File: config.mk
export PLATFORM = sky130hd
export DESIGN_NAME = char_display_4bit_writer
export DESIGN_NICKNAME = d
export VERILOG_FILES = /design/src/sv/cdw_pkg.sv /design/src/sv/cdw_seq.sv /design/src/sv/char_display_4bit_writer.sv
export SDC_FILE = /design/constraint.sdc
export NUM_CORES = 1
export LEC_CHECK = 0
export ABC_AREA = 1
export ABC_CLOCK_PERIOD_IN_PS = 3300
export CORE_UTILIZATION = 45
export DETAILED_ROUTE_END_ITERATION = 10
export DONT_BUFFER_PORTS = 1
export PLACE_DENSITY = 0.63
export SETUP_SLACK_MARGIN = 0.5
export SYNTH_ARGS = -nofsm -noshare
export SYNTH_HDL_FRONTEND = slang
export SYNTH_HIERARCHICAL = 1
export SYNTH_SLANG_ARGS = --single-unit
File: constraint.sdc
create_clock -name clk -period 3.3 [get_ports clk]
set_input_delay 0 -clock clk [delete_from_list [all_inputs] [get_ports clk]]
set_output_delay 0 -clock clk [all_outputs]
set_load 0.01 [all_outputs]
File: src/sv/cdw_pkg.sv
`timescale 1ns / 1ps

package cdw_pkg;

	localparam int COUNT_WIDTH_DEF = 8;
	localparam logic [7:0] DELAY_RESET = 8'd50;

	localparam int REQ_DATA_W = 16;
	localparam int RES_DATA_W = 16;
	localparam int KIND_W = 3;

	typedef enum logic [KIND_W-1:0] {
		KIND_NONE   = 3'd0,
		KIND_RAW    = 3'd1,
		KIND_CMD    = 3'd2,
		KIND_DATA   = 3'd3,
		KIND_CURSOR = 3'd4
	} kind_t;

	typedef struct packed {
		logic [KIND_W-1:0] kind;
		logic [7:0]        payload;
		logic [1:0]        row;
		logic [4:0]        column;
		logic              busy_pin;
	} req_t;

	typedef struct packed {
		logic       reg_select;
		logic       read_write;
		logic       enable_pin;
		logic [3:0] nibble_out;
		logic       drive_data;
		logic       ready_res;
	} res_t;

	localparam logic [7:0] ROW_BASE_0 = 8'h80;
	localparam logic [7:0] ROW_BASE_1 = 8'hC0;
	localparam logic [7:0] ROW_BASE_2 = 8'h94;
	localparam logic [7:0] ROW_BASE_3 = 8'hD4;

	function automatic logic [7:0] row_base(input logic [1:0] row);
		logic [7:0] base;
		unique case (row)
			2'd0: base = ROW_BASE_0;
			2'd1: base = ROW_BASE_1;
			2'd2: base = ROW_BASE_2;
			default: base = ROW_BASE_3;
		endcase
		return base;
	endfunction

endpackage

File: src/sv/cdw_seq.sv
`timescale 1ns / 1ps

module cdw_seq #(
	parameter int COUNT_WIDTH = cdw_pkg::COUNT_WIDTH_DEF
) (
	input  logic          clk,
	input  logic          arst_n,
	input  logic [7:0]    delay_ticks,
	input  logic          in_valid,
	input  cdw_pkg::req_t in_item,
	output logic          in_ready,
	output logic          out_valid,
	input  logic          out_ready,
	output cdw_pkg::res_t out_res
);

	localparam int LW = ((COUNT_WIDTH > 8) ? COUNT_WIDTH : 8) + 1;

	typedef enum logic [3:0] {
		PH_IDLE,
		PH_POLL_A_HI,
		PH_POLL_A_LO,
		PH_POLL_B_HI,
		PH_POLL_B_LO,
		PH_HI_NIB,
		PH_HI_GAP,
		PH_LO_NIB,
		PH_LO_GAP
	} phase_t;

	phase_t                 phase_q, phase_e, phase_n;
	logic [COUNT_WIDTH-1:0] tick_q, tick_e, tick_n;
	logic [7:0]             byte_q, byte_e;
	logic                   sel_q, sel_e;
	logic                   busy_q, busy_e, busy_n;
	logic                   valid_q;
	cdw_pkg::res_t          res_q, res_d;
	logic                   step;
	logic [LW-1:0]          dlen, cap, len, cnt_inc;

	assign step     = in_valid && (!valid_q || out_ready);
	assign in_ready = step;
	assign out_valid = valid_q;
	assign out_res   = res_q;

	always_comb begin
		cap  = LW'(1) << COUNT_WIDTH;
		dlen = (delay_ticks == 8'd0) ? LW'(1) : LW'(delay_ticks);
		if (dlen > cap) begin
			dlen = cap;
		end
	end

	always_comb begin
		phase_e = phase_q;
		tick_e  = tick_q;
		byte_e  = byte_q;
		sel_e   = sel_q;
		busy_e  = busy_q;
		res_d   = '0;

		if (phase_q == PH_IDLE) begin
			unique case (in_item.kind)
				cdw_pkg::KIND_RAW: begin
					res_d.ready_res = 1'b1;
					tick_e  = '0;
					busy_e  = 1'b0;
					byte_e  = {4'd0, in_item.payload[3:0]};
					sel_e   = 1'b0;
					phase_e = PH_LO_NIB;
				end
				cdw_pkg::KIND_CMD, cdw_pkg::KIND_DATA: begin
					res_d.ready_res = 1'b1;
					tick_e  = '0;
					busy_e  = 1'b0;
					byte_e  = in_item.payload;
					sel_e   = (in_item.kind == cdw_pkg::KIND_DATA);
					phase_e = PH_POLL_A_HI;
				end
				cdw_pkg::KIND_CURSOR: begin
					res_d.ready_res = 1'b1;
					tick_e  = '0;
					busy_e  = 1'b0;
					byte_e  = cdw_pkg::row_base(in_item.row) + {3'd0, in_item.column};
					sel_e   = 1'b0;
					phase_e = PH_POLL_A_HI;
				end
				default: begin
				end
			endcase
		end

		unique case (phase_e)
			PH_POLL_A_HI, PH_POLL_B_HI, PH_POLL_A_LO, PH_POLL_B_LO: begin
				res_d.reg_select = 1'b0;
				res_d.read_write = 1'b1;
				res_d.enable_pin = (phase_e == PH_POLL_A_HI) || (phase_e == PH_POLL_B_HI);
				res_d.nibble_out = 4'd0;
				res_d.drive_data = 1'b0;
			end
			PH_HI_NIB, PH_HI_GAP: begin
				res_d.reg_select = sel_e;
				res_d.read_write = 1'b0;
				res_d.enable_pin = (phase_e == PH_HI_NIB);
				res_d.nibble_out = byte_e[7:4];
				res_d.drive_data = 1'b1;
			end
			PH_LO_NIB, PH_LO_GAP: begin
				res_d.reg_select = sel_e;
				res_d.read_write = 1'b0;
				res_d.enable_pin = (phase_e == PH_LO_NIB);
				res_d.nibble_out = byte_e[3:0];
				res_d.drive_data = 1'b1;
			end
			default: begin
				res_d.reg_select = sel_e;
				res_d.read_write = 1'b0;
				res_d.enable_pin = 1'b0;
				res_d.nibble_out = byte_e[3:0];
				res_d.drive_data = 1'b1;
			end
		endcase

		len     = ((phase_e == PH_HI_GAP) || (phase_e == PH_LO_GAP)) ? LW'(1) : dlen;
		cnt_inc = LW'(tick_e) + LW'(1);
		phase_n = phase_e;
		tick_n  = tick_e;
		busy_n  = busy_e;
		if (phase_e != PH_IDLE) begin
			if (cnt_inc >= len) begin
				tick_n = '0;
				unique case (phase_e)
					PH_POLL_A_HI: begin
						busy_n  = in_item.busy_pin;
						phase_n = PH_POLL_A_LO;
					end
					PH_POLL_A_LO: phase_n = PH_POLL_B_HI;
					PH_POLL_B_HI: phase_n = PH_POLL_B_LO;
					PH_POLL_B_LO: phase_n = busy_e ? PH_POLL_A_HI : PH_HI_NIB;
					PH_HI_NIB:    phase_n = PH_HI_GAP;
					PH_HI_GAP:    phase_n = PH_LO_NIB;
					PH_LO_NIB:    phase_n = PH_LO_GAP;
					default:      phase_n = PH_IDLE;
				endcase
			end else begin
				tick_n = cnt_inc[COUNT_WIDTH-1:0];
			end
		end
	end

	always_ff @(posedge clk or negedge arst_n) begin
		if (!arst_n) begin
			phase_q <= PH_IDLE;
			tick_q  <= '0;
			byte_q  <= '0;
			sel_q   <= 1'b0;
			busy_q  <= 1'b0;
			valid_q <= 1'b0;
			res_q   <= '0;
		end else begin
			if (step) begin
				phase_q <= phase_n;
				tick_q  <= tick_n;
				byte_q  <= byte_e;
				sel_q   <= sel_e;
				busy_q  <= busy_n;
				res_q   <= res_d;
				valid_q <= 1'b1;
			end else if (out_ready) begin
				valid_q <= 1'b0;
			end
		end
	end

	a_accept_strobes: assert property (@(posedge clk) disable iff (!arst_n)
		valid_q && res_q.ready_res |-> res_q.enable_pin)
		else $error("accepted request does not start with E high");

	a_poll_reads: assert property (@(posedge clk) disable iff (!arst_n)
		valid_q && !res_q.drive_data |-> res_q.read_write && !res_q.reg_select)
		else $error("data pins released outside a busy poll");

	a_idle_count: assert property (@(posedge clk) disable iff (!arst_n)
		phase_q == PH_IDLE |-> tick_q == '0)
		else $error("tick count not cleared while idle");

	a_gap_count: assert property (@(posedge clk) disable iff (!arst_n)
		phase_q == PH_HI_GAP || phase_q == PH_LO_GAP |-> tick_q == '0)
		else $error("gap phase lasted more than one tick");

	a_hold_stall: assert property (@(posedge clk) disable iff (!arst_n)
		valid_q && !out_ready |=> valid_q && $stable(res_q))
		else $error("result changed while stalled");

endmodule

File: src/sv/char_display_4bit_writer.sv
`timescale 1ns / 1ps

// Pin sequencer for a character display on a 4-bit bus. Every input transfer is one
// tick and yields exactly one output transfer with the RS, RW, E, D7..D4 and
// direction levels for that tick, one transfer per clock when both sides keep
// up; the result passes through the input register and then the result register.
// A request is taken only while the sequencer is idle, flagged by ready_res;
// commands, data bytes and cursor moves first poll the busy flag on D7, and
// each E phase lasts delay_ticks ticks (zero acts as one, capped at 2**COUNT_WIDTH).

module char_display_4bit_writer #(
	parameter int COUNT_WIDTH = cdw_pkg::COUNT_WIDTH_DEF
) (
	input  logic                           clk,
	input  logic                           arst_n,
	input  logic                           cfg_valid,
	output logic                           cfg_ready,
	input  logic [7:0]                     cfg_data,
	input  logic                           s_axis_tvalid,
	output logic                           s_axis_tready,
	// payload[7:0], row[9:8], column[14:10], busy_pin[15]
	input  logic [cdw_pkg::REQ_DATA_W-1:0] s_axis_tdata,
	// kind[2:0]
	input  logic [cdw_pkg::KIND_W-1:0]     s_axis_tuser,
	output logic                           m_axis_tvalid,
	input  logic                           m_axis_tready,
	// reg_select[0], read_write[1], enable_pin[2], nibble_out[6:3],
	// drive_data[7], ready_res[8], zeros above
	output logic [cdw_pkg::RES_DATA_W-1:0] m_axis_tdata
);

	logic          valid_s1;
	cdw_pkg::req_t item_s1;
	logic          seq_ready;
	logic [7:0]    delay_q;
	cdw_pkg::res_t res;

	assign cfg_ready     = 1'b1;
	assign s_axis_tready = !valid_s1 || seq_ready;

	always_ff @(posedge clk or negedge arst_n) begin
		if (!arst_n) begin
			delay_q  <= cdw_pkg::DELAY_RESET;
			valid_s1 <= 1'b0;
		end else begin
			if (cfg_valid) begin
				delay_q <= cfg_data;
			end
			if (s_axis_tready) begin
				valid_s1 <= s_axis_tvalid;
			end
		end
	end

	always_ff @(posedge clk) begin
		if (s_axis_tvalid && s_axis_tready) begin
			item_s1.kind     <= s_axis_tuser;
			item_s1.payload  <= s_axis_tdata[7:0];
			item_s1.row      <= s_axis_tdata[9:8];
			item_s1.column   <= s_axis_tdata[14:10];
			item_s1.busy_pin <= s_axis_tdata[15];
		end
	end

	cdw_seq #(
		.COUNT_WIDTH(COUNT_WIDTH)
	) u_seq (
		.clk        (clk),
		.arst_n     (arst_n),
		.delay_ticks(delay_q),
		.in_valid   (valid_s1),
		.in_item    (item_s1),
		.in_ready   (seq_ready),
		.out_valid  (m_axis_tvalid),
		.out_ready  (m_axis_tready),
		.out_res    (res)
	);

	assign m_axis_tdata = {7'd0, res.ready_res, res.drive_data, res.nibble_out,
		res.enable_pin, res.read_write, res.reg_select};

endmodule

==> reports/results.ini, run 1 <==
[yosys]
synth_area_per_cell_sq_um = 8.01
netlist_area_sq_um = 3470
synth_common_cells = nand2_1 (152), inv_1 (52), dfrtp_1 (38), o21ai_0 (29), edfxtp_1 (19)
ys.flop_type = dfrtp_1
synth_area_leaders = dfrtp_1 (27%), edfxtp_1 (16%), nand2_1 (16%), inv_1 (5.6%), ha_1 (4.3%)
post-synth-top-count-cell = nand2_1
async_flop_share_pct = 68.3
yosys_warnings = 6
synth_top_area_cell = dfrtp_1
post_synth_inst_count = 434
synth_top_cell_area_share_pct = 27.4
ys_ff_latch = 60
yosysUniqueCellTypes = 39
seq_area_frac_synth_pct = 46.1
synth_edf_count = 19

[routing]
vias = 3045
drc_errors = 0
wl_um = 8590
drtIter0Drc = 196
via_per_inst = 4.94
dr.pass1.iters = 4
ant_nets = 0
wl_per_cell_um = 13.9

[finish]
multi_input_comb_area_sq_um = 1750
postLayoutCellArea_sq_um = 4650
seq_area_sq_um = 1600
drive_above_1_share_pct = 24.8
area_delta_synth_final_pct = 33.8
antennaDiodeCount = 0
nFillCells = 625
layout.nets = 556

[power_and_ir_drop]
swShare_pct = 41.2
power_density_nw_per_um2 = 739
sequentialPowerShare_pct = 32.0
vdd_ir_drop_max_mv = 0.414
comb_power_share_pct = 49.0
switchingPower_mw = 1.42
power.leakage_nw = 2.20
clockPowerShare_pct = 19.0
p_int_mw = 2.02

[worst_setup_path]
critPathRequiredTime_ns = 3.52
criticalPathCategory = reg -> reg
critPathArrivalTime_ns = 3.12
worst_setup_path_end_kind = register
crit_fanout = 6
rrSetupSlack_ns = 0.39
crit_path_start_kind = register

[global_route]
grt_pass1_wl_um = 14500
grt_pass1_vias = 3078
antenna_found_initial = 0
gr-total-overflow = 0
grt_max_degree = 42
grt_use_total_pct = 22.3

[timing]
finalHoldViolCount = 0
rsz0062_at_grt = true
setup_violations = 0
slew_violations = 0
relSlewSlack_pct = 62.0
final.setup_skew_ns = 0.0138
worstMarginPinSlew_ns = 0.566
setup_tns_ns = 0
fin_crit_sh_pct = 88.2
max_freq_mhz = 344
fin_crit_ns = 2.91

[clocking]
clock_latency_ns = 0.34
cts_root_buf = clkbuf_8
clockBufferDepth = 2
h-tree-depth = 3
cts_buffers = 9
clkTransAtPathRegs_ns = 0.08
cts_sinks = 60
cts_tree = done

[floorplan]
initial_core_util_pct = 47.1
die_h_um = 89.9
ios = 51
coreArea_sq_um = 7370
die_w_um = 89.9
num_rows = 31
dieArea_sq_um = 8080

[run]
cap_violations = 0

[placed_design]
placed_area_sq_um = 3550
port_buffers = 0
dpl.hpwl_um = 5250
place.gp.congestion = 0.820

[run_status]
status = finished clean

[min_path]
hold_path.class = in -> async

cell type report:
| type | instances | area share [%] |
|---|---|---|
| repair buffers | 78 | 16.1 |
| flip-flops and latches | 60 | 34.4 |
| well taps | 99 | 2.66 |
| clock buffers | 10 | 2.74 |
| multi-input cells | 303 | 37.6 |
| inverters | 60 | 5.17 |
| clock inverters | 6 | 1.37 |
cells by family after synthesis:
logic type	share of synthesized area [%]
AND/OR/NAND/NOR	29.3
flip-flops	46.1
adder cells (fa/ha/maj)	4.32
AO/OA/AOI/OAI	8.79
XOR/XNOR	1.22
other	0.216
buffers and inverters	10.0
flip-flops by register name (all words and copies together) (netlist names):
signal           cells
u_seq/tick_q         8
delay_q              8
u_seq/sel_q          1
u_seq/phase_q        4
item_s1             19
u_seq/out_res        9
u_seq/out_valid      1
valid_s1             1
u_seq/byte_q         8
u_seq/busy_q         1
power groups by stage:
stage | clock [mW] | sequential, mW | combinational [mW]
floorplan | 0 | 1.07 | 0.941
global placement | 0 | 1.10 | 1.13
detailed placement | 0 | 1.10 | 1.14
CTS | 0.662 | 1.09 | 1.45
global route | 0.708 | 1.12 | 1.87
finish | 0.652 | 1.10 | 1.68
stage by stage:
stage          util (%)  setup slack, ns  std cells  hold WS, ns  total power, mW
5_1_grt            63.1            0.155        616        0.142             3.70
6_report           63.1            0.391        616        0.126             3.43
3_5_place_dp       48.2            0.101        527       -0.294             2.25
3_3_place_gp       48.2            0.198        527       -0.294             2.24
4_1_cts            60.0            0.447        605        0.142             3.20
2_1_floorplan         -            0.473        440       -0.296             2.01
cells in the final DEF (no fill, tap or decap), types with 11 or more instances in the layout:
cell and n:
nand2_1 143, inv_1 47, dfrtp_1 37, buf_4 35, dlygate4sd3_1 31, o21ai_0 29, edfxtp_1 19, nand3_1 17
nand2_2 12, nor2_1 11
worst paths after layout:
check                      depth (start not counted)                          end                    from
setup reg to reg                                  22     u_seq/busy_q$_DFFE_PN0P_   item_s1[16]$_DFFE_PP_
hold reg to reg                                    2       delay_q[5]$_DFFE_PN1P_  delay_q[5]$_DFFE_PN1P_
hold / removal                                     2  u_seq/byte_q[5]$_DFFE_PN0P_                  arst_n
max in group asynchronous                          2       delay_q[5]$_DFFE_PN1P_                  arst_n
min in group clk                                   1         item_s1[3]$_DFFE_PP_        s_axis_tdata[12]
setup / recovery                                  22     u_seq/busy_q$_DFFE_PN0P_   item_s1[16]$_DFFE_PP_
worst max-delay path, cell delays in order (launching register included):
cell and delay (ns):
edfxtp_1 0.46, o21ai_4 0.21, nand2_4 0.09, nand2_8 0.12, nand2_8 0.07, inv_6 0.06, ha_4 0.13, nand4_1 0.17
xor2_2 0.26, ha_4 0.24, nand2_2 0.07, inv_1 0.04, nand2_1 0.04, nand3_1 0.07, nand2_1 0.08, nand2_2 0.08
buf_4 0.15, nand2_2 0.06, nand4_4 0.13, nand2_1 0.09, nand2_1 0.05, nand2_1 0.05, nand2_1 0.06
timing repair:
| item | 4_1_cts | 5_1_grt |
|---|---|---|
| endpoints found under the setup margin | 13 | 17 |
| buffers inserted | 29 | 11 |
| endpoints found under the hold margin | 70 | 0 |
| resized for setup | 26 | 31 |
| hold buffers | 32 | 0 |
| cloned | 1 | 0 |
| pin swaps | 20 | 25 |
routing by layer:
metal  GRT usage (%)  part of all wire, %  vias to the layer above
met5               0                    0                        -
met4            7.53                  1.4                        0
met3            5.67                  6.6                       17
met2            37.0                   49                      104
met1            28.5                   43                     1389
li1                -                    -                     1535
Note: power is estimated with default switching activity, not from simulation.
==> run 2, diff against run 1 <==
ABC_CLOCK_PERIOD_IN_PS = 2700   (was 3300)
PLACE_DENSITY = 0.61   (was 0.63)
clock period = 2.7 ns   (was 3.3 ns; I/O delays follow)
==> run 2 against run 1 <==
Compared with the run above:
- the run now ends with negative setup slack left
- first-iteration DRC count is 24% lower
- final area is 3.5% lower
- final cell count shrank 0.81%
- maximum frequency decreased by 0.19%
- flip-flop and latch count unchanged
- non-clock buffer count down 5
- critical endpoint is now u_seq/tick_q[0]$_DFFE_PN0P_
- clock skew fell by 0.0047 ns
- die area stayed put
- sequential share of layout area grew 1.2 points
- combinational power is 9.5% higher
- total power increased by 19%
- worst setup slack got worse by 0.61 ns
==> reports/results.ini, run 2 (same netlist as run 1, synthesis figures left out) <==
[run_status]
status = complete, but fails checks
failed_checks = negative setup slack

[finish]
largest_reg_flops = 19
layout_common_cells = nand2_1 (145), inv_1 (48), buf_4 (40)
layout_commonest_cell = nand2_1
antennaDiodeCount = 0
postLayoutCellArea_sq_um = 4490
drive_above_1_share_pct = 23.0
area_delta_synth_final_pct = 29.2
largest-register = item_s1
layout.nets = 551

[timing]
fin_ws_ns = -0.214
slew_violations = 0
finalHoldViolCount = 0
setup_violations = 13
max_freq_mhz = 343
fin_crit_sh_pct = 108
hold_slack_ns = 0.114
final.setup_skew_ns = 0.00910
setup_tns_ns = -2.01
fin_crit_ns = 2.91
rsz0062_at_grt = true

[placed_design]
place.gp.congestion = 0.910
placed_area_sq_um = 3770
dpl.hpwl_um = 5380
place_ws_ns = -0.150
port_buffers = 0

[run]
cap_violations = 0

[global_route]
antenna_found_initial = 0
grt_pass1_vias = 2852
grt_max_degree = 42
gr-total-overflow = 0
grt_use_total_pct = 21.2
grt_pass1_wl_um = 13500

[routing]
wl_per_cell_um = 13.2
vias = 3025
ant_nets = 0
via_per_inst = 4.95
wl_um = 8050
drc_errors = 0
drtIter0Drc = 148
dr.pass1.iters = 4

[worst_setup_path]
critPathRequiredTime_ns = 2.98
worst_setup_path_end_kind = register
crit_fanout = 7
crit_path_start_kind = register
criticalPathCategory = reg -> reg
critPathArrivalTime_ns = 3.19

[clocking]
clock_latency_ns = 0.34
cts_buffers = 9
cts_root_buf = clkbuf_8
h-tree-depth = 3
cts_tree = done
clkTransAtPathRegs_ns = 0.08
clockBufferDepth = 2
cts_sinks = 60

[floorplan]
num_rows = 31
dieArea_sq_um = 8080
coreArea_sq_um = 7370
die_w_um = 89.9
ios = 51
die_h_um = 89.9
initial_core_util_pct = 47.1

[power_and_ir_drop]
power.leakage_nw = 2.17
power_density_nw_per_um2 = 908
vdd_ir_drop_max_mv = 0.574

[min_path]
hold_path.class = in -> async

run 2: changes by cell type in the layout (fill, tap and decap cells not counted), moves of 3 or more:
cell / before / now
a21oi_1: 6 / 3
a21oi_2: 0 / 3
buf_4: 35 / 40
buf_6: 9 / 1
nand2_4: 3 / 6
nand2_8: 3 / 0
o21ai_2: 1 / 4
run 2: area by class of cell:
type	count	area (sq um)
fill	644	2880
sequential	60	1600
timing repair buffer	73	642
multi-input combinational	303	1680
clock inverter	6	87.6
clock buffer	10	128
inverter	60	230
tap	99	124
run 2: where the power goes:
part	switching [mW]	internal (mW)
Sequential	0.166	1.16
Combinational	1.10	0.741
Clock	0.393	0.520
run 2: worst paths after layout:
| check | from | endpoint | slack (ns) | depth (start not counted) |
|---|---|---|---|---|
| setup / recovery | item_s1[17]$_DFFE_PP_ | u_seq/tick_q[0]$_DFFE_PN0P_ | -0.21 | 18 |
| hold / removal | arst_n | u_seq/out_res[1]$_DFFE_PN0P_ | 0.11 | 2 |
| setup reg to reg | item_s1[17]$_DFFE_PP_ | u_seq/tick_q[0]$_DFFE_PN0P_ | -0.21 | 18 |
| hold reg to reg | delay_q[1]$_DFFE_PN1P_ | delay_q[1]$_DFFE_PN1P_ | 0.49 | 2 |
| max in group asynchronous | arst_n | delay_q[1]$_DFFE_PN1P_ | 2.31 | 2 |
| min in group clk | s_axis_tdata[12] | item_s1[3]$_DFFE_PP_ | 0.28 | 1 |
run 2: through the flow:
step / power [mW] / cells / utilization [%]
2_1_floorplan: 2.50 / 440 / -
3_3_place_gp: 2.96 / 553 / 51.2
3_5_place_dp: 2.96 / 553 / 51.2
4_1_cts: 3.96 / 604 / 59.3
5_1_grt: 4.38 / 611 / 60.9
6_report: 4.08 / 611 / 60.9
run 2: timing repair:
item                                    CTS  global route
resized for setup                         6            19
setup buffers                             3             7
endpoints found under the hold margin    70             0
hold buffers                             32             0
endpoints found under the setup margin   13            13
pin swaps                                 8            18
run 2: layer usage:
layer	track usage [%]	part of all wire [%]	vias up
met5	0	0	-
met4	7.53	1.0	0
met3	5.08	5.0	10
met2	32.9	45	92
met1	28.9	49	1403
li1	-	-	1520
run 2: worst max-delay path, stage by stage, from the launching register on:
cell and delay [ns]:
edfxtp_1 0.43, o21ai_2 0.20, nand2_2 0.10, nand2_4 0.13, inv_4 0.05, nor2_4 0.09, ha_4 0.13, nand4_1 0.16
xor2_2 0.29, ha_4 0.25, a21oi_2 0.14, nand3_2 0.08, nand2_2 0.08, nand2_4 0.06, a21oi_4 0.23, nand4_4 0.20
nand2_2 0.11, nand2_1 0.05, nand2_1 0.06
